===== src/hw/rtl/grid_astar_path_search_top_defines.svh =====
// assertion macros for the grid path search block
// used by grid_astar_path_search_top, no other dependencies
`ifndef GRID_ASTAR_PATH_SEARCH_TOP_DEFINES_SVH
`define GRID_ASTAR_PATH_SEARCH_TOP_DEFINES_SVH

// same-cycle implication, sampled on the rising clock edge
`define GAPS_ASSERT_IMP(lbl, ante, cons) \
   lbl: assert property (@(posedge clock) disable iff (reset) (ante) |-> (cons)) \
      else $error("gaps assertion failed");

// next-cycle implication, sampled on the rising clock edge
`define GAPS_ASSERT_NXT(lbl, ante, cons) \
   lbl: assert property (@(posedge clock) disable iff (reset) (ante) |=> (cons)) \
      else $error("gaps assertion failed");

`endif


===== src/hw/rtl/gaps_pkg.sv =====
// shared types, codes and helpers for the grid path search block
// no dependencies
package gaps_pkg;

   localparam int DEF_GRID_ROWS = 32;
   localparam int DEF_GRID_COLS = 32;
   localparam int DEF_COST_BITS = 4;

   localparam int POS_W      = 5;
   localparam int OPC_W      = 2;
   localparam int IN_COST_W  = 4;
   localparam int CNT_W      = 11;
   localparam int PCOST_W    = 14;
   localparam int CSR_IDX_W  = 3;
   localparam int CSR_DATA_W = 5;
   localparam int DIFF_W     = 7;

   localparam logic [CNT_W-1:0]   CNT_MAX   = '1;
   localparam logic [PCOST_W-1:0] PCOST_MAX = '1;

   localparam logic [OPC_W-1:0] OP_LOAD = 2'd0;
   localparam logic [OPC_W-1:0] OP_RUN  = 2'd1;
   localparam logic [OPC_W-1:0] OP_READ = 2'd2;

   localparam logic [CSR_IDX_W-1:0] CSR_START_ROW     = 3'd0;
   localparam logic [CSR_IDX_W-1:0] CSR_START_COL     = 3'd1;
   localparam logic [CSR_IDX_W-1:0] CSR_GOAL_ROW      = 3'd2;
   localparam logic [CSR_IDX_W-1:0] CSR_GOAL_COL      = 3'd3;
   localparam logic [CSR_IDX_W-1:0] CSR_START_PRESENT = 3'd4;

   localparam logic [1:0] DIR_UP    = 2'd0;
   localparam logic [1:0] DIR_DOWN  = 2'd1;
   localparam logic [1:0] DIR_LEFT  = 2'd2;
   localparam logic [1:0] DIR_RIGHT = 2'd3;

   typedef enum logic [1:0] {
      STAT_DONE_OK    = 2'd0,
      STAT_PATH_FOUND = 2'd1,
      STAT_NO_PATH    = 2'd2,
      STAT_NO_START   = 2'd3
   } status_type;

   typedef enum logic [3:0] {
      S_INIT,
      S_IDLE,
      S_LOAD,
      S_READ,
      S_READ_WAIT,
      S_CLEAR,
      S_SEED,
      S_SCAN,
      S_EXPAND,
      S_NB_ISSUE,
      S_NB_WAIT,
      S_FIN_ISSUE,
      S_FIN_WAIT,
      S_BT_ISSUE,
      S_BT_WAIT
   } state_type;

   typedef struct packed {
      logic [POS_W-1:0] start_row;
      logic [POS_W-1:0] start_col;
      logic [POS_W-1:0] goal_row;
      logic [POS_W-1:0] goal_col;
      logic             start_present;
   } cfg_type;

   typedef struct packed {
      logic cell_we;
      logic score_we;
      logic parent_we;
      logic scored_we;
      logic open_we;
      logic path_we;
   } mem_we_type;

   function automatic logic [DIFF_W-1:0] abs_diff(input logic [DIFF_W-1:0] a,
                                                  input logic [DIFF_W-1:0] b);
      return (a > b) ? a - b : b - a;
   endfunction

endpackage


===== src/hw/rtl/gaps_ctrl.sv =====
// sequencer for load, read and search items
// drives gaps_store through one read and one write port; uses gaps_pkg
module gaps_ctrl #(
   parameter int GRID_ROWS = 32,
   parameter int GRID_COLS = 32,
   parameter int CELLS     = 1024,
   parameter int IDX_W     = 10,
   parameter int COST_BITS = 4,
   parameter int SCORE_W   = 14
) (
   input  logic                            clock,
   input  logic                            reset,
   input  gaps_pkg::cfg_type               cfg,
   input  logic                            start,
   output logic                            busy,
   input  logic [gaps_pkg::OPC_W-1:0]      req_opcode,
   input  logic [gaps_pkg::POS_W-1:0]      req_cell_row,
   input  logic [gaps_pkg::POS_W-1:0]      req_cell_col,
   input  logic [gaps_pkg::IN_COST_W-1:0]  req_cell_cost,
   input  logic                            req_cell_blocked,
   output gaps_pkg::mem_we_type            we,
   output logic [IDX_W-1:0]                waddr,
   output logic [COST_BITS-1:0]            wr_cost,
   output logic                            wr_wall,
   output logic [SCORE_W-1:0]              wr_score,
   output logic [1:0]                      wr_parent,
   output logic                            wr_scored,
   output logic                            wr_open,
   output logic                            wr_path,
   output logic [IDX_W-1:0]                raddr,
   input  logic [COST_BITS-1:0]            rd_cost,
   input  logic                            rd_wall,
   input  logic [SCORE_W-1:0]              rd_score,
   input  logic [1:0]                      rd_parent,
   input  logic                            rd_scored,
   input  logic                            rd_open,
   input  logic                            rd_path,
   output logic                            rsp_strobe,
   output logic [1:0]                      rsp_status,
   output logic [gaps_pkg::CNT_W-1:0]      rsp_visited_count,
   output logic [gaps_pkg::CNT_W-1:0]      rsp_path_length,
   output logic [gaps_pkg::PCOST_W-1:0]    rsp_path_cost,
   output logic [gaps_pkg::POS_W-1:0]      rsp_parent_row,
   output logic [gaps_pkg::POS_W-1:0]      rsp_parent_col,
   output logic                            rsp_has_parent,
   output logic                            rsp_on_path
);
   import gaps_pkg::*;

   localparam int RW  = $clog2(GRID_ROWS);
   localparam int CW  = $clog2(GRID_COLS);
   localparam int F_W = SCORE_W + 8;
   localparam logic [RW-1:0]    LAST_ROW = RW'(GRID_ROWS - 1);
   localparam logic [CW-1:0]    LAST_COL = CW'(GRID_COLS - 1);
   localparam logic [IDX_W-1:0] LAST_IDX = IDX_W'(CELLS - 1);
   localparam logic [IDX_W-1:0] COLS_IDX = IDX_W'(GRID_COLS);
   localparam logic [IDX_W:0]   STEP_MAX = (IDX_W+1)'(CELLS);

   state_type              state_ff, state_in;
   logic [OPC_W-1:0]       op_ff, op_in;
   logic [POS_W-1:0]       row_ff, row_in, col_ff, col_in;
   logic [IN_COST_W-1:0]   cost_ff, cost_in;
   logic                   wall_ff, wall_in;
   logic [IDX_W-1:0]       sc_idx_ff, sc_idx_in;
   logic [RW-1:0]          sc_row_ff, sc_row_in;
   logic [CW-1:0]          sc_col_ff, sc_col_in;
   logic                   iss_done_ff, iss_done_in;
   logic                   dv_ff, dv_in;
   logic [IDX_W-1:0]       d_idx_ff, d_idx_in;
   logic [RW-1:0]          d_row_ff, d_row_in;
   logic [CW-1:0]          d_col_ff, d_col_in;
   logic                   found_ff, found_in;
   logic [IDX_W-1:0]       best_idx_ff, best_idx_in;
   logic [RW-1:0]          best_row_ff, best_row_in;
   logic [CW-1:0]          best_col_ff, best_col_in;
   logic [F_W-1:0]         best_f_ff, best_f_in;
   logic [SCORE_W-1:0]     best_g_ff, best_g_in;
   logic [1:0]             dir_ff, dir_in;
   logic [IDX_W-1:0]       nb_idx_ff, nb_idx_in;
   logic [CNT_W-1:0]       visited_ff, visited_in;
   logic [CNT_W-1:0]       plen_ff, plen_in;
   logic [PCOST_W-1:0]     pcost_ff, pcost_in;
   logic [IDX_W-1:0]       cur_idx_ff, cur_idx_in;
   logic [RW-1:0]          cur_row_ff, cur_row_in;
   logic [CW-1:0]          cur_col_ff, cur_col_in;
   logic [IDX_W:0]         steps_ff, steps_in;
   logic                   rsp_strobe_ff, rsp_strobe_in;
   logic [1:0]             rsp_status_ff, rsp_status_in;
   logic [CNT_W-1:0]       rsp_visited_ff, rsp_visited_in;
   logic [CNT_W-1:0]       rsp_plen_ff, rsp_plen_in;
   logic [PCOST_W-1:0]     rsp_pcost_ff, rsp_pcost_in;
   logic [POS_W-1:0]       rsp_prow_ff, rsp_prow_in, rsp_pcol_ff, rsp_pcol_in;
   logic                   rsp_hasp_ff, rsp_hasp_in;
   logic                   rsp_onp_ff, rsp_onp_in;

   logic                   item_in_grid, start_ok, goal_in;
   logic [IDX_W-1:0]       item_idx, start_idx, goal_idx;
   logic [F_W-1:0]         scan_f;
   logic [SCORE_W-1:0]     trial_g;
   logic                   special;
   logic                   nb_ok;
   logic [IDX_W-1:0]       nb_idx;
   logic                   bt_ok;
   logic [IDX_W-1:0]       bt_idx;
   logic [RW-1:0]          bt_row;
   logic [CW-1:0]          bt_col;
   logic                   rd_parent_ok;
   logic [POS_W-1:0]       rd_prow, rd_pcol;
   logic                   is_start_cell;
   logic                   respond;
   status_type             resp_status;

   assign item_in_grid = (int'(row_ff) < GRID_ROWS) && (int'(col_ff) < GRID_COLS);
   assign item_idx     = IDX_W'(int'(row_ff) * GRID_COLS + int'(col_ff));
   assign start_ok     = cfg.start_present && (int'(cfg.start_row) < GRID_ROWS) &&
                         (int'(cfg.start_col) < GRID_COLS);
   assign start_idx    = IDX_W'(int'(cfg.start_row) * GRID_COLS + int'(cfg.start_col));
   assign goal_in      = (int'(cfg.goal_row) < GRID_ROWS) && (int'(cfg.goal_col) < GRID_COLS);
   assign goal_idx     = IDX_W'(int'(cfg.goal_row) * GRID_COLS + int'(cfg.goal_col));

   // f = g plus manhattan distance of the cell coming back from the sweep
   assign scan_f = F_W'(rd_score) +
                   F_W'(abs_diff(DIFF_W'(d_row_ff), DIFF_W'(cfg.goal_row))) +
                   F_W'(abs_diff(DIFF_W'(d_col_ff), DIFF_W'(cfg.goal_col)));

   assign trial_g = best_g_ff + SCORE_W'(rd_cost);
   assign special = (nb_idx_ff == start_idx) || (goal_in && (nb_idx_ff == goal_idx));

   always_comb begin
      nb_ok  = 1'b0;
      nb_idx = best_idx_ff;
      unique case (dir_ff)
         DIR_UP: begin
            nb_ok  = (best_row_ff != '0);
            nb_idx = best_idx_ff - COLS_IDX;
         end
         DIR_DOWN: begin
            nb_ok  = (best_row_ff != LAST_ROW);
            nb_idx = best_idx_ff + COLS_IDX;
         end
         DIR_LEFT: begin
            nb_ok  = (best_col_ff != '0);
            nb_idx = best_idx_ff - IDX_W'(1);
         end
         DIR_RIGHT: begin
            nb_ok  = (best_col_ff != LAST_COL);
            nb_idx = best_idx_ff + IDX_W'(1);
         end
         default: begin
            nb_ok  = 1'b0;
            nb_idx = best_idx_ff;
         end
      endcase
   end

   // step back against the stored move
   always_comb begin
      bt_ok  = 1'b0;
      bt_idx = cur_idx_ff;
      bt_row = cur_row_ff;
      bt_col = cur_col_ff;
      unique case (rd_parent)
         DIR_UP: begin
            bt_ok  = (cur_row_ff != LAST_ROW);
            bt_idx = cur_idx_ff + COLS_IDX;
            bt_row = cur_row_ff + RW'(1);
         end
         DIR_DOWN: begin
            bt_ok  = (cur_row_ff != '0);
            bt_idx = cur_idx_ff - COLS_IDX;
            bt_row = cur_row_ff - RW'(1);
         end
         DIR_LEFT: begin
            bt_ok  = (cur_col_ff != LAST_COL);
            bt_idx = cur_idx_ff + IDX_W'(1);
            bt_col = cur_col_ff + CW'(1);
         end
         DIR_RIGHT: begin
            bt_ok  = (cur_col_ff != '0);
            bt_idx = cur_idx_ff - IDX_W'(1);
            bt_col = cur_col_ff - CW'(1);
         end
         default: begin
            bt_ok = 1'b0;
         end
      endcase
   end

   // parent of a read cell, wrapping to the five port bits
   always_comb begin
      rd_parent_ok = 1'b1;
      rd_prow      = row_ff;
      rd_pcol      = col_ff;
      unique case (rd_parent)
         DIR_UP:    rd_prow = row_ff + POS_W'(1);
         DIR_DOWN: begin
            rd_parent_ok = (row_ff != '0);
            rd_prow      = row_ff - POS_W'(1);
         end
         DIR_LEFT:  rd_pcol = col_ff + POS_W'(1);
         DIR_RIGHT: begin
            rd_parent_ok = (col_ff != '0);
            rd_pcol      = col_ff - POS_W'(1);
         end
         default:   rd_parent_ok = 1'b0;
      endcase
   end

   assign is_start_cell = start_ok && (item_idx == start_idx);

   always_comb begin
      state_in    = state_ff;
      op_in       = op_ff;
      row_in      = row_ff;
      col_in      = col_ff;
      cost_in     = cost_ff;
      wall_in     = wall_ff;
      sc_idx_in   = sc_idx_ff;
      sc_row_in   = sc_row_ff;
      sc_col_in   = sc_col_ff;
      iss_done_in = iss_done_ff;
      dv_in       = 1'b0;
      d_idx_in    = sc_idx_ff;
      d_row_in    = sc_row_ff;
      d_col_in    = sc_col_ff;
      found_in    = found_ff;
      best_idx_in = best_idx_ff;
      best_row_in = best_row_ff;
      best_col_in = best_col_ff;
      best_f_in   = best_f_ff;
      best_g_in   = best_g_ff;
      dir_in      = dir_ff;
      nb_idx_in   = nb_idx_ff;
      visited_in  = visited_ff;
      plen_in     = plen_ff;
      pcost_in    = pcost_ff;
      cur_idx_in  = cur_idx_ff;
      cur_row_in  = cur_row_ff;
      cur_col_in  = cur_col_ff;
      steps_in    = steps_ff;
      respond     = 1'b0;
      resp_status = STAT_DONE_OK;
      we          = '0;
      waddr       = item_idx;
      wr_cost     = COST_BITS'(cost_ff);
      wr_wall     = wall_ff;
      wr_score    = trial_g;
      wr_parent   = dir_ff;
      wr_scored   = 1'b1;
      wr_open     = 1'b1;
      wr_path     = 1'b1;
      raddr       = item_idx;

      unique case (state_ff)
         // flag arrays start out zero: one clearing pass after reset
         S_INIT: begin
            waddr        = sc_idx_ff;
            we.scored_we = 1'b1;
            we.open_we   = 1'b1;
            we.path_we   = 1'b1;
            wr_scored    = 1'b0;
            wr_open      = 1'b0;
            wr_path      = 1'b0;
            sc_idx_in    = sc_idx_ff + IDX_W'(1);
            if (sc_idx_ff == LAST_IDX) begin
               state_in = S_IDLE;
            end
         end
         S_IDLE: begin
            if (start) begin
               op_in   = req_opcode;
               row_in  = req_cell_row;
               col_in  = req_cell_col;
               cost_in = req_cell_cost;
               wall_in = req_cell_blocked;
               unique case (req_opcode)
                  OP_LOAD: state_in = S_LOAD;
                  OP_READ: state_in = S_READ;
                  OP_RUN: begin
                     state_in   = S_CLEAR;
                     sc_idx_in  = '0;
                     visited_in = '0;
                     plen_in    = '0;
                     pcost_in   = '0;
                  end
                  default: state_in = S_LOAD;
               endcase
            end
         end
         S_LOAD: begin
            we.cell_we = (op_ff == OP_LOAD) && item_in_grid;
            respond    = 1'b1;
            state_in   = S_IDLE;
         end
         S_READ: begin
            state_in = S_READ_WAIT;
         end
         S_READ_WAIT: begin
            respond  = 1'b1;
            state_in = S_IDLE;
         end
         S_CLEAR: begin
            waddr        = sc_idx_ff;
            we.scored_we = 1'b1;
            we.open_we   = 1'b1;
            we.path_we   = 1'b1;
            wr_scored    = 1'b0;
            wr_open      = 1'b0;
            wr_path      = 1'b0;
            sc_idx_in    = sc_idx_ff + IDX_W'(1);
            if (sc_idx_ff == LAST_IDX) begin
               if (start_ok) begin
                  state_in = S_SEED;
               end else begin
                  respond     = 1'b1;
                  resp_status = STAT_NO_START;
                  state_in    = S_IDLE;
               end
            end
         end
         S_SEED: begin
            waddr        = start_idx;
            we.score_we  = 1'b1;
            we.scored_we = 1'b1;
            we.open_we   = 1'b1;
            wr_score     = '0;
            state_in     = S_SCAN;
            sc_idx_in    = '0;
            sc_row_in    = '0;
            sc_col_in    = '0;
            iss_done_in  = 1'b0;
            found_in     = 1'b0;
         end
         S_SCAN: begin
            raddr = sc_idx_ff;
            if (!iss_done_ff) begin
               dv_in     = 1'b1;
               sc_idx_in = sc_idx_ff + IDX_W'(1);
               if (sc_col_ff == LAST_COL) begin
                  sc_col_in = '0;
                  sc_row_in = sc_row_ff + RW'(1);
               end else begin
                  sc_col_in = sc_col_ff + CW'(1);
               end
               if (sc_idx_ff == LAST_IDX) begin
                  iss_done_in = 1'b1;
               end
            end
            // ascending sweep with strict compare keeps the lowest index on ties
            if (dv_ff && rd_open && (!found_ff || (scan_f < best_f_ff))) begin
               found_in    = 1'b1;
               best_idx_in = d_idx_ff;
               best_row_in = d_row_ff;
               best_col_in = d_col_ff;
               best_f_in   = scan_f;
               best_g_in   = rd_score;
            end
            if (iss_done_ff && !dv_ff) begin
               if (!found_ff || (goal_in && (best_idx_ff == goal_idx))) begin
                  state_in = S_FIN_ISSUE;
               end else begin
                  state_in = S_EXPAND;
               end
            end
         end
         S_EXPAND: begin
            waddr      = best_idx_ff;
            we.open_we = 1'b1;
            wr_open    = 1'b0;
            dir_in     = DIR_UP;
            state_in   = S_NB_ISSUE;
         end
         S_NB_ISSUE: begin
            raddr     = nb_idx;
            nb_idx_in = nb_idx;
            if (nb_ok) begin
               state_in = S_NB_WAIT;
            end else if (dir_ff == DIR_RIGHT) begin
               state_in    = S_SCAN;
               sc_idx_in   = '0;
               sc_row_in   = '0;
               sc_col_in   = '0;
               iss_done_in = 1'b0;
               found_in    = 1'b0;
            end else begin
               dir_in = dir_ff + 2'd1;
            end
         end
         S_NB_WAIT: begin
            waddr = nb_idx_ff;
            if ((!rd_wall || special) && (!rd_scored || (trial_g < rd_score))) begin
               we.score_we  = 1'b1;
               we.parent_we = 1'b1;
               we.scored_we = 1'b1;
               we.open_we   = 1'b1;
               if (!rd_scored && !special && (visited_ff != CNT_MAX)) begin
                  visited_in = visited_ff + CNT_W'(1);
               end
            end
            if (dir_ff == DIR_RIGHT) begin
               state_in    = S_SCAN;
               sc_idx_in   = '0;
               sc_row_in   = '0;
               sc_col_in   = '0;
               iss_done_in = 1'b0;
               found_in    = 1'b0;
            end else begin
               dir_in   = dir_ff + 2'd1;
               state_in = S_NB_ISSUE;
            end
         end
         S_FIN_ISSUE: begin
            raddr = goal_idx;
            if (goal_in) begin
               state_in = S_FIN_WAIT;
            end else begin
               respond     = 1'b1;
               resp_status = STAT_NO_PATH;
               state_in    = S_IDLE;
            end
         end
         S_FIN_WAIT: begin
            if (rd_scored) begin
               pcost_in   = (32'(rd_score) > 32'(PCOST_MAX)) ? PCOST_MAX
                                                             : PCOST_W'(rd_score);
               cur_idx_in = goal_idx;
               cur_row_in = RW'(cfg.goal_row);
               cur_col_in = CW'(cfg.goal_col);
               steps_in   = '0;
               state_in   = S_BT_ISSUE;
            end else begin
               respond     = 1'b1;
               resp_status = STAT_NO_PATH;
               state_in    = S_IDLE;
            end
         end
         S_BT_ISSUE: begin
            raddr    = cur_idx_ff;
            state_in = S_BT_WAIT;
         end
         S_BT_WAIT: begin
            waddr = cur_idx_ff;
            if ((steps_ff == STEP_MAX) || (cur_idx_ff == start_idx) || !rd_scored) begin
               respond     = 1'b1;
               resp_status = STAT_PATH_FOUND;
               state_in    = S_IDLE;
            end else begin
               if (cur_idx_ff != goal_idx) begin
                  we.path_we = 1'b1;
                  if (plen_ff != CNT_MAX) begin
                     plen_in = plen_ff + CNT_W'(1);
                  end
               end
               if (bt_ok) begin
                  cur_idx_in = bt_idx;
                  cur_row_in = bt_row;
                  cur_col_in = bt_col;
                  steps_in   = steps_ff + (IDX_W+1)'(1);
                  state_in   = S_BT_ISSUE;
               end else begin
                  respond     = 1'b1;
                  resp_status = STAT_PATH_FOUND;
                  state_in    = S_IDLE;
               end
            end
         end
         default: begin
            state_in = S_IDLE;
         end
      endcase
   end

   always_comb begin
      rsp_strobe_in  = respond;
      rsp_status_in  = resp_status;
      rsp_visited_in = '0;
      rsp_plen_in    = '0;
      rsp_pcost_in   = '0;
      rsp_prow_in    = '0;
      rsp_pcol_in    = '0;
      rsp_hasp_in    = 1'b0;
      rsp_onp_in     = 1'b0;
      if (op_ff == OP_RUN) begin
         rsp_visited_in = visited_in;
         rsp_plen_in    = plen_in;
         rsp_pcost_in   = pcost_in;
      end
      if ((state_ff == S_READ_WAIT) && item_in_grid) begin
         rsp_hasp_in = rd_scored && !is_start_cell && rd_parent_ok;
         rsp_prow_in = rsp_hasp_in ? rd_prow : '0;
         rsp_pcol_in = rsp_hasp_in ? rd_pcol : '0;
         rsp_onp_in  = rd_path;
      end
   end

   always_ff @(posedge clock) begin
      if (reset) begin
         state_ff      <= S_INIT;
         sc_idx_ff     <= '0;
         iss_done_ff   <= 1'b0;
         dv_ff         <= 1'b0;
         found_ff      <= 1'b0;
         rsp_strobe_ff <= 1'b0;
      end else begin
         state_ff      <= state_in;
         sc_idx_ff     <= sc_idx_in;
         iss_done_ff   <= iss_done_in;
         dv_ff         <= dv_in;
         found_ff      <= found_in;
         rsp_strobe_ff <= rsp_strobe_in;
      end
   end

   always_ff @(posedge clock) begin
      op_ff          <= op_in;
      row_ff         <= row_in;
      col_ff         <= col_in;
      cost_ff        <= cost_in;
      wall_ff        <= wall_in;
      sc_row_ff      <= sc_row_in;
      sc_col_ff      <= sc_col_in;
      d_idx_ff       <= d_idx_in;
      d_row_ff       <= d_row_in;
      d_col_ff       <= d_col_in;
      best_idx_ff    <= best_idx_in;
      best_row_ff    <= best_row_in;
      best_col_ff    <= best_col_in;
      best_f_ff      <= best_f_in;
      best_g_ff      <= best_g_in;
      dir_ff         <= dir_in;
      nb_idx_ff      <= nb_idx_in;
      visited_ff     <= visited_in;
      plen_ff        <= plen_in;
      pcost_ff       <= pcost_in;
      cur_idx_ff     <= cur_idx_in;
      cur_row_ff     <= cur_row_in;
      cur_col_ff     <= cur_col_in;
      steps_ff       <= steps_in;
      rsp_status_ff  <= rsp_status_in;
      rsp_visited_ff <= rsp_visited_in;
      rsp_plen_ff    <= rsp_plen_in;
      rsp_pcost_ff   <= rsp_pcost_in;
      rsp_prow_ff    <= rsp_prow_in;
      rsp_pcol_ff    <= rsp_pcol_in;
      rsp_hasp_ff    <= rsp_hasp_in;
      rsp_onp_ff     <= rsp_onp_in;
   end

   assign busy              = (state_ff != S_IDLE);
   assign rsp_strobe        = rsp_strobe_ff;
   assign rsp_status        = rsp_status_ff;
   assign rsp_visited_count = rsp_visited_ff;
   assign rsp_path_length   = rsp_plen_ff;
   assign rsp_path_cost     = rsp_pcost_ff;
   assign rsp_parent_row    = rsp_prow_ff;
   assign rsp_parent_col    = rsp_pcol_ff;
   assign rsp_has_parent    = rsp_hasp_ff;
   assign rsp_on_path       = rsp_onp_ff;

endmodule


===== config.mk =====
export PLATFORM = sky130hd
export DESIGN_NAME = gaps_ctrl
export DESIGN_NICKNAME = d
export VERILOG_FILES = /design/src/hw/rtl/grid_astar_path_search_top_defines.svh /design/src/hw/rtl/gaps_pkg.sv /design/src/hw/rtl/gaps_ctrl.sv
export SDC_FILE = /design/constraint.sdc
export NUM_CORES = 1
export LEC_CHECK = 0
export ABC_AREA = 1
export BUFFER_PORTS_ARGS = -buffer_cell sky130_fd_sc_hd__clkbuf_2
export CAP_MARGIN = 20
export CORE_MARGIN = 2
export CORE_UTILIZATION = 23
export DETAILED_ROUTE_END_ITERATION = 7
export SLEW_MARGIN = 20
export SYNTH_ARGS = -nofsm -noshare
export SYNTH_HDL_FRONTEND = slang
export SYNTH_SLANG_ARGS = --single-unit

===== constraint.sdc =====
create_clock -name clock -period 8.7 [get_ports clock]
set_input_delay 1.74 -clock clock [delete_from_list [all_inputs] [get_ports clock]]
set_output_delay 1.74 -clock clock [all_outputs]
set_load 0.01 [all_outputs]

==> metrics.txt, run 1 <==
# TYPE chip_impl_metric gauge
chip_impl_metric{name="total_negative_setup_slack",unit="ns"} 0
chip_impl_info{name="rsz_0062_raised_after_global_routing",value="false"} 1
chip_impl_metric{name="reg2reg_slack",unit="ns"} 2.46
chip_impl_metric{name="post-synth-top-area-fraction",unit="%"} 23.5
chip_impl_info{name="crit_start",value="cfg[8]"} 1
chip_impl_info{name="worstSetupEndpointType",value="flip-flop"} 1
chip_impl_metric{name="critPathMaxFanout",unit=""} 25
chip_impl_metric{name="antenna_violations_before_repair",unit=""} 3
chip_impl_info{name="root_buffer",value="sky130_fd_sc_hd__clkbuf_16"} 1
chip_impl_metric{name="total_wirelength",unit="mm"} 51.8
chip_impl_info{name="run_status",value="completed"} 1
chip_impl_metric{name="drtAntennaViolNets",unit=""} 0
chip_impl_info{name="yosys.area.top_type",value="sky130_fd_sc_hd__edfxtp_1"} 1
chip_impl_metric{name="p_leak",unit="nW"} 8.48
chip_impl_metric{name="period_needed",unit="ns"} 7.29
chip_impl_info{name="synthTopCellsByArea",value="sky130_fd_sc_hd__edfxtp_1 (24%), sky130_fd_sc_hd__dfxtp_1 (16%), sky130_fd_sc_hd__nand2_1 (10%), sky130_fd_sc_hd__ha_1 (8.4%), sky130_fd_sc_hd__inv_1 (7.6%)"} 1
chip_impl_metric{name="maximum_root_to_sink_buffer_count",unit=""} 3
chip_impl_metric{name="pre_cts_slack",unit="ns"} 0.810
chip_impl_metric{name="layout.core_utilization",unit="%"} 27.5
chip_impl_metric{name="boundaryPins",unit=""} 167
chip_impl_metric{name="gp_congestion",unit=""} 0.959
chip_impl_metric{name="clock_latency_on_the_worst_skew_pair",unit="ns"} 0.58
chip_impl_metric{name="globalRoute.totalOverflow",unit=""} 0
chip_impl_metric{name="floorplan.die_area",unit="mm^2"} 0.0681
chip_impl_metric{name="drive_above_1_share",unit="%"} 13.1
chip_impl_metric{name="htree_levels",unit=""} 1
chip_impl_metric{name="post_dp_cell_area",unit="mm^2"} 0.0170
chip_impl_info{name="tritoncts",value="done"} 1
chip_impl_metric{name="timing.fmax",unit="MHz"} 137
chip_impl_metric{name="cts_setup_buffers",unit=""} 0
chip_impl_metric{name="cts.hold.buffers_added",unit=""} 0
chip_impl_info{name="synthMostInstantiatedCell",value="sky130_fd_sc_hd__nand2_1"} 1
chip_impl_metric{name="worst_setup_hold_path_clk_slew",unit="ns"} 0.06
chip_impl_metric{name="synth_sequential_area_ratio",unit="%"} 39.9
chip_impl_metric{name="cp_data_required_time",unit="ns"} 8.94
chip_impl_metric{name="final_hold_violation_count",unit=""} 0
chip_impl_metric{name="ys_seq_elements",unit=""} 243
chip_impl_metric{name="avgSynthCellArea",unit="um^2"} 7.84
chip_impl_info{name="critPathLaunchType",value="input port"} 1
chip_impl_metric{name="die_height",unit="um"} 261
chip_impl_metric{name="worst_hold_slack",unit="ns"} 0.379
chip_impl_info{name="rr_endpoint",value="best_g_ff[6]"} 1
chip_impl_metric{name="netlist-cell-type-count",unit=""} 56
chip_impl_metric{name="syn_area",unit="mm^2"} 0.0152
chip_impl_metric{name="areaGrowthSynthToFinish",unit="%"} 18.8
chip_impl_metric{name="start_util",unit="%"} 23.2
chip_impl_metric{name="synthesized_netlist_cell_count",unit=""} 1936
chip_impl_metric{name="post_drt_via_cell_ratio",unit=""} 4.59
chip_impl_metric{name="worst_reg2reg_path_length_in_cells",unit=""} 27
chip_impl_metric{name="setup_slack",unit="ns"} 1.41
chip_impl_metric{name="power.ir.vdd_worst",unit="mV"} 0.145
chip_impl_metric{name="tightest_slew",unit="ns"} 0.917
chip_impl_metric{name="cts_buffers",unit=""} 28
chip_impl_metric{name="track_usage",unit="%"} 15.0
chip_impl_info{name="synth.cells.most_frequent",value="sky130_fd_sc_hd__nand2_1 (406), sky130_fd_sc_hd__inv_1 (309), sky130_fd_sc_hd__nor2_1 (179)"} 1
chip_impl_metric{name="first_iter_violations",unit=""} 1160
chip_impl_metric{name="post-place-cells",unit=""} 2942
chip_impl_metric{name="grt_pass1_wl",unit="mm"} 78.3
chip_impl_metric{name="fp.coreArea",unit="mm^2"} 0.0655
chip_impl_metric{name="finalMaxSlewViolations",unit=""} 0
chip_impl_metric{name="vias",unit=""} 13800
chip_impl_metric{name="largest_net_degree_at_the_start_of_global_routing",unit=""} 38
chip_impl_metric{name="first_global_vias",unit=""} 13200
chip_impl_metric{name="dp_hpwl",unit="mm"} 41.5
chip_impl_metric{name="synth-edff-count",unit=""} 119
chip_impl_metric{name="floorplan.rows",unit=""} 94
chip_impl_metric{name="powerDensity",unit="mW/mm^2"} 155
chip_impl_metric{name="final_net_count",unit=""} 2296
chip_impl_metric{name="synth_nets",unit=""} 2124
chip_impl_info{name="ys.flop_type",value="sky130_fd_sc_hd__dfxtp_1"} 1
chip_impl_metric{name="report.power.total",unit="mW"} 2.80
chip_impl_metric{name="drtPass1Iterations",unit=""} 5
chip_impl_info{name="startpoint_of_the_worst_register_to_register_path",value="d_row_ff[0]"} 1
chip_impl_metric{name="stdcell_area",unit="mm^2"} 0.0180
chip_impl_info{name="critPathCapture",value="best_g_ff[6]"} 1
chip_impl_metric{name="final.setup_skew",unit="ns"} 0.0164
chip_impl_metric{name="timing.max_slew.rel_slack",unit="%"} 38.6
chip_impl_metric{name="final-setup-viol-count",unit=""} 0
chip_impl_metric{name="tritoncts_num_sinks",unit=""} 243
chip_impl_metric{name="die_w",unit="um"} 261
chip_impl_metric{name="drc_errors",unit=""} 0
chip_impl_metric{name="post_layout_nonfiller_instances",unit=""} 2995
chip_impl_metric{name="layout_worst_path_cycle_share",unit="%"} 83.7
chip_impl_metric{name="async_flop_share",unit="%"} 0
chip_impl_metric{name="yosys_warnings",unit=""} 0
chip_impl_metric{name="worstPathArrival",unit="ns"} 7.53
chip_impl_info{name="min_path_type",value="flip-flop to flip-flop"} 1
chip_impl_metric{name="n_fill_cell",unit=""} 7040
chip_impl_metric{name="count_of_instances_resized_after_the_clock_tree_is_built",unit=""} 0
chip_impl_metric{name="number_of_buffers_added_on_ports",unit=""} 166
chip_impl_metric{name="cap_viol_max_count",unit=""} 0
chip_impl_info{name="timing_worst_setup_path_type",value="input port to flip-flop"} 1
chip_impl_metric{name="wire_per_inst",unit="um"} 17.3
-- cell type report --
| cell class | instances | area [um^2] | share of cell area (%) |
|---|---|---|---|
| diodes | 1 | 2.50 | 0.0139 |
| flip-flops and latches | 243 | 6060 | 33.6 |
| repair buffers | 175 | 898 | 4.98 |
| clock inverters | 14 | 151 | 0.840 |
| inverters | 326 | 1230 | 6.81 |
| well taps | 864 | 1080 | 6.00 |
| clock buffers | 38 | 855 | 4.74 |
| multi-input cells | 1334 | 7760 | 43.0 |
-- cell usage in the layout (no fill, tap or decap), types with 8 or more instances in the layout --
cell type	instances
sky130_fd_sc_hd__xnor2_1	15
sky130_fd_sc_hd__inv_1	309
sky130_fd_sc_hd__nand2_1	406
sky130_fd_sc_hd__xor2_1	46
sky130_fd_sc_hd__dfxtp_1	124
sky130_fd_sc_hd__a211oi_1	10
sky130_fd_sc_hd__buf_4	9
sky130_fd_sc_hd__nand3_1	93
sky130_fd_sc_hd__a21oi_1	127
sky130_fd_sc_hd__nand4_1	44
sky130_fd_sc_hd__clkbuf_2	166
sky130_fd_sc_hd__edfxtp_1	119
sky130_fd_sc_hd__o211ai_1	13
sky130_fd_sc_hd__fa_1	21
sky130_fd_sc_hd__nor3_1	30
sky130_fd_sc_hd__clkinv_2	8
sky130_fd_sc_hd__inv_2	13
sky130_fd_sc_hd__ha_1	102
sky130_fd_sc_hd__o22ai_1	46
sky130_fd_sc_hd__nor2_1	178
sky130_fd_sc_hd__clkbuf_16	33
sky130_fd_sc_hd__o21ai_0	89
sky130_fd_sc_hd__a22oi_1	19
-- worst min path at each step --
stage / from / slack, ns / end / cells after the start
2_1_floorplan: d_idx_in[7] / 0.33 / d_idx_ff[7] / 0
3_3_place_gp: d_col_in[3] / 0.36 / d_col_ff[3] / 0
3_5_place_dp: d_col_in[4] / 0.36 / d_col_ff[4] / 0
4_1_cts: d_col_in[4] / 0.38 / d_col_ff[4] / 0
5_1_grt: d_col_in[3] / 0.39 / d_col_ff[3] / 0
6_report: d_col_in[4] / 0.38 / d_col_ff[4] / 0
-- flip-flops by register name, indices dropped and copies added, names as in the netlist, 10 cells and up --
name	flops
steps_ff	11
plen_ff	11
rsp_path_cost	14
d_idx_in	10
rsp_visited_count	11
nb_idx_ff	10
best_idx_ff	10
rsp_path_length	11
cur_idx_ff	10
pcost_ff	14
best_f_ff	15
best_g_ff	14
d_idx_ff	10
visited_ff	11
-- critical path, stage by stage --
cell	delay, ns
sky130_fd_sc_hd__clkbuf_2	0.19
sky130_fd_sc_hd__inv_1	0.15
sky130_fd_sc_hd__ha_1	0.41
sky130_fd_sc_hd__nand2_1	0.12
sky130_fd_sc_hd__inv_1	0.05
sky130_fd_sc_hd__nand2_1	0.07
sky130_fd_sc_hd__a21boi_0	0.08
sky130_fd_sc_hd__o21ai_1	0.45
sky130_fd_sc_hd__mux2_2	0.42
sky130_fd_sc_hd__fa_1	0.52
sky130_fd_sc_hd__ha_1	0.17
sky130_fd_sc_hd__inv_1	0.06
sky130_fd_sc_hd__fa_1	0.41
sky130_fd_sc_hd__o21ai_0	0.31
sky130_fd_sc_hd__a21oi_1	0.11
sky130_fd_sc_hd__o21bai_1	0.22
sky130_fd_sc_hd__a21oi_1	0.10
sky130_fd_sc_hd__nor2_1	0.26
sky130_fd_sc_hd__xor2_1	0.17
sky130_fd_sc_hd__inv_1	0.07
sky130_fd_sc_hd__ha_1	0.28
sky130_fd_sc_hd__a21o_1	0.17
sky130_fd_sc_hd__o21ai_0	0.14
sky130_fd_sc_hd__o311ai_0	0.14
sky130_fd_sc_hd__a21oi_1	0.15
sky130_fd_sc_hd__nand2_1	0.10
sky130_fd_sc_hd__a21oi_4	0.13
sky130_fd_sc_hd__buf_4	0.33
-- cells by family after synthesis --
kind of cell | Yosys count | share of synthesized area (%)
simple gates | 802 | 22.9
buf+inv | 359 | 9.09
compound gates | 345 | 13.1
flops | 243 | 39.9
fa+ha+maj | 123 | 11.2
xor+xnor | 61 | 3.52
mux | 3 | 0.223
-- metal layers --
| metal | part of all wire, % | GRT usage, % | wire, um | vias up |
|---|---|---|---|---|
| li1 | - | - | - | 6785 |
| met2 | 45 | 24.3 | 23400 | 567 |
| met1 | 43 | 19.6 | 22200 | 6313 |
| met4 | 3.7 | 5.33 | 1900 | 2 |
| met5 | 0.037 | 0 | 19 | - |
| met3 | 8.2 | 3.32 | 4270 | 85 |
-- power by group --
| part | leakage, nW | switching, mW | internal, mW |
|---|---|---|---|
| combinational | 5.95 | 0.206 | 0.122 |
| sequential | 2.04 | 0.00316 | 1.21 |
| clock | 0.500 | 0.509 | 0.753 |
| total | 8.48 | 0.718 | 2.08 |
Power figures use the tool's default switching activity.
==> run 2, diff against run 1 <==
==> constraint.sdc (replaced) <==
create_clock -name clock -period 6.44 [get_ports clock]
set_input_delay 1.288 -clock clock [delete_from_list [all_inputs] [get_ports clock]]
set_output_delay 1.288 -clock clock [all_outputs]
set_load 0.01 [all_outputs]
==> run 2 against run 1 <==
  * Sequential power is 35% higher
  * Clock-buffer cell count is 3 lower
  * Combinational power is 51% higher
  * Routed wire length is 1.6% lower
  * Non-clock buffer count is 44 higher
  * Core utilization is 0.49 points higher
==> metrics.txt, run 2 (same netlist as run 1, synthesis figures left out) <==
# TYPE chip_impl_metric gauge
chip_impl_info{name="run_status",value="completed"} 1
chip_impl_metric{name="start_util",unit="%"} 23.2
chip_impl_metric{name="setup_slack",unit="ns"} 0.484
chip_impl_metric{name="cp_data_required_time",unit="ns"} 6.68
chip_impl_metric{name="largest_net_degree_at_the_start_of_global_routing",unit=""} 38
chip_impl_metric{name="pre_cts_slack",unit="ns"} -0.120
chip_impl_metric{name="total_wirelength",unit="mm"} 51.0
chip_impl_metric{name="track_usage",unit="%"} 14.6
chip_impl_metric{name="clock_latency_on_the_worst_skew_pair",unit="ns"} 0.57
chip_impl_metric{name="power.clock.fraction",unit="%"} 43.1
chip_impl_info{name="cp_slowest_cell",value="sky130_fd_sc_hd__fa_1"} 1
chip_impl_metric{name="die_w",unit="um"} 261
chip_impl_metric{name="powerDensity",unit="mW/mm^2"} 204
chip_impl_metric{name="vias",unit=""} 13900
chip_impl_metric{name="wire_per_inst",unit="um"} 16.8
chip_impl_metric{name="largest_register_ff_count",unit=""} 15
chip_impl_metric{name="cts.hold.buffers_added",unit=""} 0
chip_impl_metric{name="period_needed",unit="ns"} 5.96
chip_impl_metric{name="power.ir.vdd_worst",unit="mV"} 0.182
chip_impl_info{name="tritoncts",value="done"} 1
chip_impl_metric{name="grt_pass1_wl",unit="mm"} 76.3
chip_impl_metric{name="timing.max_slew.rel_slack",unit="%"} 27.9
chip_impl_metric{name="post_drt_via_cell_ratio",unit=""} 4.57
chip_impl_metric{name="drtAntennaViolNets",unit=""} 0
chip_impl_metric{name="final_hold_violation_count",unit=""} 0
chip_impl_metric{name="layout_worst_path_cycle_share",unit="%"} 92.5
chip_impl_info{name="timing.critical_path.mode_cell",value="sky130_fd_sc_hd__nand2_1"} 1
chip_impl_metric{name="dp_hpwl",unit="mm"} 40.7
chip_impl_metric{name="cts_setup_buffers",unit=""} 0
chip_impl_metric{name="gp_congestion",unit=""} 0.945
chip_impl_info{name="critPathLaunchType",value="input port"} 1
chip_impl_metric{name="boundaryPins",unit=""} 167
chip_impl_info{name="min_path_type",value="flip-flop to flip-flop"} 1
chip_impl_metric{name="globalRoute.totalOverflow",unit=""} 0
chip_impl_info{name="timing_worst_setup_path_type",value="input port to flip-flop"} 1
chip_impl_metric{name="number_of_buffers_added_on_ports",unit=""} 166
chip_impl_metric{name="p_leak",unit="nW"} 8.63
chip_impl_metric{name="fp.coreArea",unit="mm^2"} 0.0655
chip_impl_metric{name="antenna_violations_before_repair",unit=""} 2
chip_impl_metric{name="net_switching_share_of_the_total_power",unit="%"} 25.3
chip_impl_metric{name="slowest_delay",unit="ns"} 0.54
chip_impl_metric{name="count_of_instances_resized_after_the_clock_tree_is_built",unit=""} 0
chip_impl_metric{name="cap_viol_max_count",unit=""} 0
chip_impl_metric{name="floorplan.die_area",unit="mm^2"} 0.0681
chip_impl_metric{name="final-setup-viol-count",unit=""} 0
chip_impl_metric{name="worst_setup_hold_path_clk_slew",unit="ns"} 0.06
chip_impl_metric{name="finalMaxSlewViolations",unit=""} 0
chip_impl_metric{name="power.share.sequential",unit="%"} 43.7
chip_impl_metric{name="comb_power_share",unit="%"} 13.2
chip_impl_info{name="rsz_0062_raised_after_global_routing",value="false"} 1
chip_impl_metric{name="total_negative_setup_slack",unit="ns"} 0
chip_impl_info{name="root_buffer",value="sky130_fd_sc_hd__clkbuf_16"} 1
chip_impl_metric{name="first_iter_violations",unit=""} 1186
chip_impl_metric{name="worstPathArrival",unit="ns"} 6.20
chip_impl_metric{name="first_global_vias",unit=""} 13100
chip_impl_metric{name="drive_above_1_share",unit="%"} 15.1
chip_impl_info{name="most-common-layout-cells",value="sky130_fd_sc_hd__nand2_1 (406), sky130_fd_sc_hd__inv_1 (307), sky130_fd_sc_hd__nor2_1 (177)"} 1
chip_impl_info{name="final_common_cell",value="sky130_fd_sc_hd__nand2_1"} 1
chip_impl_metric{name="maximum_root_to_sink_buffer_count",unit=""} 3
chip_impl_metric{name="drtPass1Iterations",unit=""} 7
chip_impl_metric{name="final.setup_skew",unit="ns"} 0.0272
chip_impl_metric{name="power_switching",unit="mW"} 0.948
chip_impl_metric{name="tritoncts_num_sinks",unit=""} 243
chip_impl_metric{name="floorplan.rows",unit=""} 94
chip_impl_metric{name="areaGrowthSynthToFinish",unit="%"} 20.9
chip_impl_metric{name="critPathMaxFanout",unit=""} 28
chip_impl_metric{name="tightest_slew",unit="ns"} 1.08
chip_impl_metric{name="cts_buffers",unit=""} 27
chip_impl_metric{name="timing.fmax",unit="MHz"} 168
chip_impl_metric{name="drc_errors",unit=""} 0
chip_impl_info{name="regMostFlops",value="best_f_ff"} 1
chip_impl_metric{name="cell_internal_pwr",unit="mW"} 2.80
chip_impl_info{name="worstSetupEndpointType",value="flip-flop"} 1
chip_impl_metric{name="final_net_count",unit=""} 2339
chip_impl_metric{name="die_height",unit="um"} 261
chip_impl_metric{name="htree_levels",unit=""} 1
-- run 2: worst paths after layout --
check                        end  slack [ns]         from  cells after the start
setup / recovery  best_idx_ff[0]        0.48       cfg[6]                     30
hold reg to reg      d_col_ff[3]        0.38  d_col_in[3]                      0
setup reg to reg  best_idx_ff[0]        0.85  d_row_ff[0]                     30
hold / removal       d_col_ff[3]        0.38  d_col_in[3]                      0
-- run 2: per-layer routing --
metal	vias up	part of all wire (%)	track usage, %	routed length [um]
met5	-	0.024	0	12
met4	2	3.1	4.76	1600
met3	92	7.4	2.81	3770
met2	513	46	24.0	23400
met1	6408	44	19.2	22200
li1	6861	-	-	-
-- run 2: power by group through the flow --
stage	Sequential (mW)	Clock [mW]	Combinational, mW
final	1.63	1.62	0.494
after global routing	1.63	1.70	0.569
after CTS	1.63	1.65	0.496
after detailed placement	1.67	0	0.494
after global placement	1.67	0	0.491
after floorplan	1.67	0	0.310
-- run 2: worst max-delay path: cells and delay by family --
kind / cells / cell delay, ns
mux: 1 / 0.34
buf+inv: 5 / 0.54
simple gates: 8 / 0.64
compound gates: 10 / 1.49
fa+ha+maj: 6 / 1.85
-- run 2: final cells by class --
type / instances / area, um^2
tap: 864 / 1080
sequential: 243 / 6060
inverter: 326 / 1230
clock buffer: 35 / 736
multi-input combinational: 1334 / 7810
clock inverter: 15 / 180
timing repair buffer: 219 / 1250
fill: 7060 / 47200
antenna: 1 / 2.50
-- run 2: metrics by stage --
stage	std cells	util [%]	power, mW	instance area (um^2)	hold slack (ns)
global placement	2986	26.6	2.16	17400	0.365
detailed placement	2986	26.6	2.16	17400	0.371
global route	3036	28.0	3.91	18300	0.387
CTS	3036	28.0	3.78	18300	0.378
floorplan	1936	-	1.98	15200	0.326
finish	3037	28.0	3.74	18400	0.382
==> run 3, diff against run 2 <==
--- a/config.mk
+++ b/config.mk
@@ -8,9 +8,12 @@
 export ABC_AREA = 1
 export BUFFER_PORTS_ARGS = -buffer_cell sky130_fd_sc_hd__clkbuf_2
 export CAP_MARGIN = 20
+export CELL_PAD_IN_SITES_DETAIL_PLACEMENT = 0
+export CELL_PAD_IN_SITES_GLOBAL_PLACEMENT = 2
 export CORE_MARGIN = 2
 export CORE_UTILIZATION = 23
 export DETAILED_ROUTE_END_ITERATION = 7
+export PLACE_DENSITY_LB_ADDON = 0.1
 export SLEW_MARGIN = 20
 export SYNTH_ARGS = -nofsm -noshare
 export SYNTH_HDL_FRONTEND = slang
==> run 3 against run 2 <==
  * Clock skew is 0.0063 ns lower
  * Critical path depth is 4 higher
  * First-iteration DRC count is 41% lower
  * Fmax is 2.1% lower
  * Global-route usage is 3.2 points higher
  * Register-to-register slack worse by 0.08 ns
  * Core utilization is 0.72 points higher
  * Cell area is 2.6% higher
  * Cell count is 1.2% higher
  * Clock-buffer cell count is 1 higher
  * Largest cell class unchanged
==> metrics.txt, run 3 (same netlist as run 1, synthesis figures left out) <==
# TYPE chip_impl_metric gauge
chip_impl_metric{name="worstPathBufferInverterCount",unit=""} 7
chip_impl_metric{name="final-setup-viol-count",unit=""} 0
chip_impl_info{name="most-common-layout-cells",value="sky130_fd_sc_hd__nand2_1 (406), sky130_fd_sc_hd__inv_1 (307), sky130_fd_sc_hd__nor2_1 (176)"} 1
chip_impl_metric{name="drc_errors",unit=""} 0
chip_impl_metric{name="p_leak",unit="nW"} 8.88
chip_impl_metric{name="critPathMaxFanout",unit=""} 22
chip_impl_info{name="tritoncts",value="done"} 1
chip_impl_metric{name="drtAntennaViolNets",unit=""} 0
chip_impl_metric{name="final.setup_skew",unit="ns"} 0.0209
chip_impl_metric{name="multi_input_area",unit="mm^2"} 0.00783
chip_impl_metric{name="cts_buffers",unit=""} 31
chip_impl_metric{name="gp_congestion",unit=""} 0.837
chip_impl_metric{name="layout_worst_path_cycle_share",unit="%"} 94.4
chip_impl_metric{name="tritoncts_num_sinks",unit=""} 243
chip_impl_info{name="rr_endpoint",value="best_idx_ff[3]"} 1
chip_impl_metric{name="number_of_buffers_added_on_ports",unit=""} 166
chip_impl_metric{name="largest_register_ff_count",unit=""} 15
chip_impl_info{name="run_status",value="completed"} 1
chip_impl_metric{name="maximum_root_to_sink_buffer_count",unit=""} 3
chip_impl_metric{name="post_dp_cell_area",unit="mm^2"} 0.0176
chip_impl_metric{name="timing.fmax",unit="MHz"} 164
chip_impl_metric{name="final-seq-area",unit="mm^2"} 0.00606
chip_impl_metric{name="boundaryPins",unit=""} 167
chip_impl_metric{name="stdcell_area",unit="mm^2"} 0.0188
chip_impl_info{name="timing.critical_path.mode_cell",value="sky130_fd_sc_hd__nand2_1"} 1
chip_impl_metric{name="floorplan.die_area",unit="mm^2"} 0.0681
chip_impl_info{name="critPathLaunchType",value="input port"} 1
chip_impl_metric{name="finalMaxSlewViolations",unit=""} 0
chip_impl_metric{name="total_wirelength",unit="mm"} 61.0
chip_impl_metric{name="start_util",unit="%"} 23.2
chip_impl_metric{name="drive_above_1_share",unit="%"} 16.8
chip_impl_metric{name="dp_hpwl",unit="mm"} 48.7
chip_impl_metric{name="pre_cts_slack",unit="ns"} -0.274
chip_impl_metric{name="track_usage",unit="%"} 17.8
chip_impl_metric{name="final_hold_violation_count",unit=""} 0
chip_impl_metric{name="worstPathArrival",unit="ns"} 6.37
chip_impl_metric{name="die_w",unit="um"} 261
chip_impl_metric{name="first_global_vias",unit=""} 14000
chip_impl_metric{name="largest_net_degree_at_the_start_of_global_routing",unit=""} 38
chip_impl_metric{name="power.ir.vdd_worst",unit="mV"} 0.316
chip_impl_metric{name="floorplan.rows",unit=""} 94
chip_impl_metric{name="cts.hold.buffers_added",unit=""} 0
chip_impl_metric{name="die_height",unit="um"} 261
chip_impl_metric{name="n_fill_cell",unit=""} 7089
chip_impl_metric{name="wire_per_inst",unit="um"} 19.9
chip_impl_metric{name="tightest_slew",unit="ns"} 1.09
chip_impl_metric{name="grt_pass1_wl",unit="mm"} 90.0
chip_impl_metric{name="vias",unit=""} 13900
chip_impl_metric{name="worst_reg2reg_path_length_in_cells",unit=""} 34
chip_impl_metric{name="cap_viol_max_count",unit=""} 0
chip_impl_metric{name="powerDensity",unit="mW/mm^2"} 220
chip_impl_metric{name="final_net_count",unit=""} 2370
chip_impl_metric{name="globalRoute.totalOverflow",unit=""} 0
chip_impl_metric{name="antenna_violations_before_repair",unit=""} 1
chip_impl_metric{name="cp_data_required_time",unit="ns"} 6.73
chip_impl_metric{name="slowest_delay",unit="ns"} 0.48
chip_impl_metric{name="layout.core_utilization",unit="%"} 28.7
chip_impl_metric{name="worst_setup_hold_path_clk_slew",unit="ns"} 0.06
chip_impl_info{name="worstSetupEndpointType",value="flip-flop"} 1
chip_impl_info{name="origin_of_the_worst_min_delay_path",value="d_col_in[4]"} 1
chip_impl_metric{name="clock_latency_on_the_worst_skew_pair",unit="ns"} 0.60
chip_impl_info{name="startpoint_of_the_worst_register_to_register_path",value="d_col_ff[0]"} 1
chip_impl_metric{name="post_drt_via_cell_ratio",unit=""} 4.52
chip_impl_metric{name="period_needed",unit="ns"} 6.08
chip_impl_metric{name="drtPass1Iterations",unit=""} 5
chip_impl_info{name="final_common_cell",value="sky130_fd_sc_hd__nand2_1"} 1
chip_impl_info{name="root_buffer",value="sky130_fd_sc_hd__clkbuf_16"} 1
chip_impl_metric{name="fp.coreArea",unit="mm^2"} 0.0655
chip_impl_info{name="regMostFlops",value="best_f_ff"} 1
chip_impl_info{name="timing_worst_setup_path_type",value="input port to flip-flop"} 1
chip_impl_metric{name="timing.max_slew.rel_slack",unit="%"} 27.2
chip_impl_info{name="cp_slowest_cell",value="sky130_fd_sc_hd__fa_1"} 1
chip_impl_info{name="min_path_type",value="flip-flop to flip-flop"} 1
chip_impl_metric{name="reg2reg_slack",unit="ns"} 0.77
chip_impl_metric{name="areaGrowthSynthToFinish",unit="%"} 24.0
chip_impl_metric{name="first_iter_violations",unit=""} 705
chip_impl_info{name="worstHoldEndpoint",value="d_col_ff[4]"} 1
chip_impl_metric{name="htree_levels",unit=""} 1
chip_impl_metric{name="min_delay_path_depth",unit=""} 0
chip_impl_info{name="worst_path_dominant_cell_family",value="adder cells"} 1
chip_impl_metric{name="setup_slack",unit="ns"} 0.359
chip_impl_metric{name="total_negative_setup_slack",unit="ns"} 0
[run 3: cell count changes in the layout (fill, tap and decap cells not counted), sizes merged]
cell and change:
buf +26, inv +3, clkinvlp +1, bufinv +3, clkbuf +2
[run 3: worst max path at each step]
stage | from | end | slack (ns) | cells past startpoint
2_1_floorplan | cfg[6] | best_col_ff[0] | -0.23 | 25
3_3_place_gp | cfg[6] | best_g_ff[12] | -0.31 | 30
3_5_place_dp | cfg[6] | best_g_ff[8] | -0.27 | 27
4_1_cts | cfg[6] | best_f_ff[9] | 0.37 | 27
5_1_grt | cfg[6] | best_idx_ff[0] | -0.004 | 32
6_report | cfg[1] | best_idx_ff[3] | 0.36 | 34
[run 3: stage by stage]
step / std cells / power [mW] / hold WS [ns]
4_1_cts: 3065 / 4.20 / 0.403
6_report: 3072 / 4.14 / 0.402
5_1_grt: 3071 / 4.33 / 0.408
2_1_floorplan: 1936 / 1.98 / 0.326
3_5_place_dp: 3007 / 2.21 / 0.383
3_3_place_gp: 3006 / 2.21 / 0.378
[run 3: metal layers]
| layer | vias to the layer above | wire [um] | track usage (%) | share of wire (%) |
|---|---|---|---|---|
| met5 | - | 13 | 0 | 0.021 |
| met4 | 2 | 1550 | 4.75 | 2.5 |
| met3 | 66 | 2270 | 2.15 | 3.7 |
| met2 | 241 | 27400 | 28.6 | 45 |
| met1 | 6629 | 29800 | 25.0 | 49 |
| li1 | 6944 | - | - | - |
[run 3: cell type report]
class | count | share of cell area, %
Antenna cell | 1 | 0.0133
Clock buffer | 36 | 4.38
Clock inverter | 22 | 1.67
Inverter | 326 | 6.53
Multi-Input combinational cell | 1334 | 41.6
Sequential cell | 243 | 32.2
Tap cell | 864 | 5.74
Timing Repair Buffer | 246 | 7.90
[run 3: what timing repair did]
action,in CTS,in global routing
setup buffers,0,5
resized for setup,0,3
setup endpoints to repair,0,49
[run 3: power by group]
| part | total (mW) | internal (mW) | switching (mW) | leakage [nW] |
|---|---|---|---|---|
| Combinational | 0.545 | 0.235 | 0.310 | 6.30 |
| Clock | 1.96 | 1.20 | 0.756 | 0.553 |
| Sequential | 1.63 | 1.63 | 0.00440 | 2.03 |
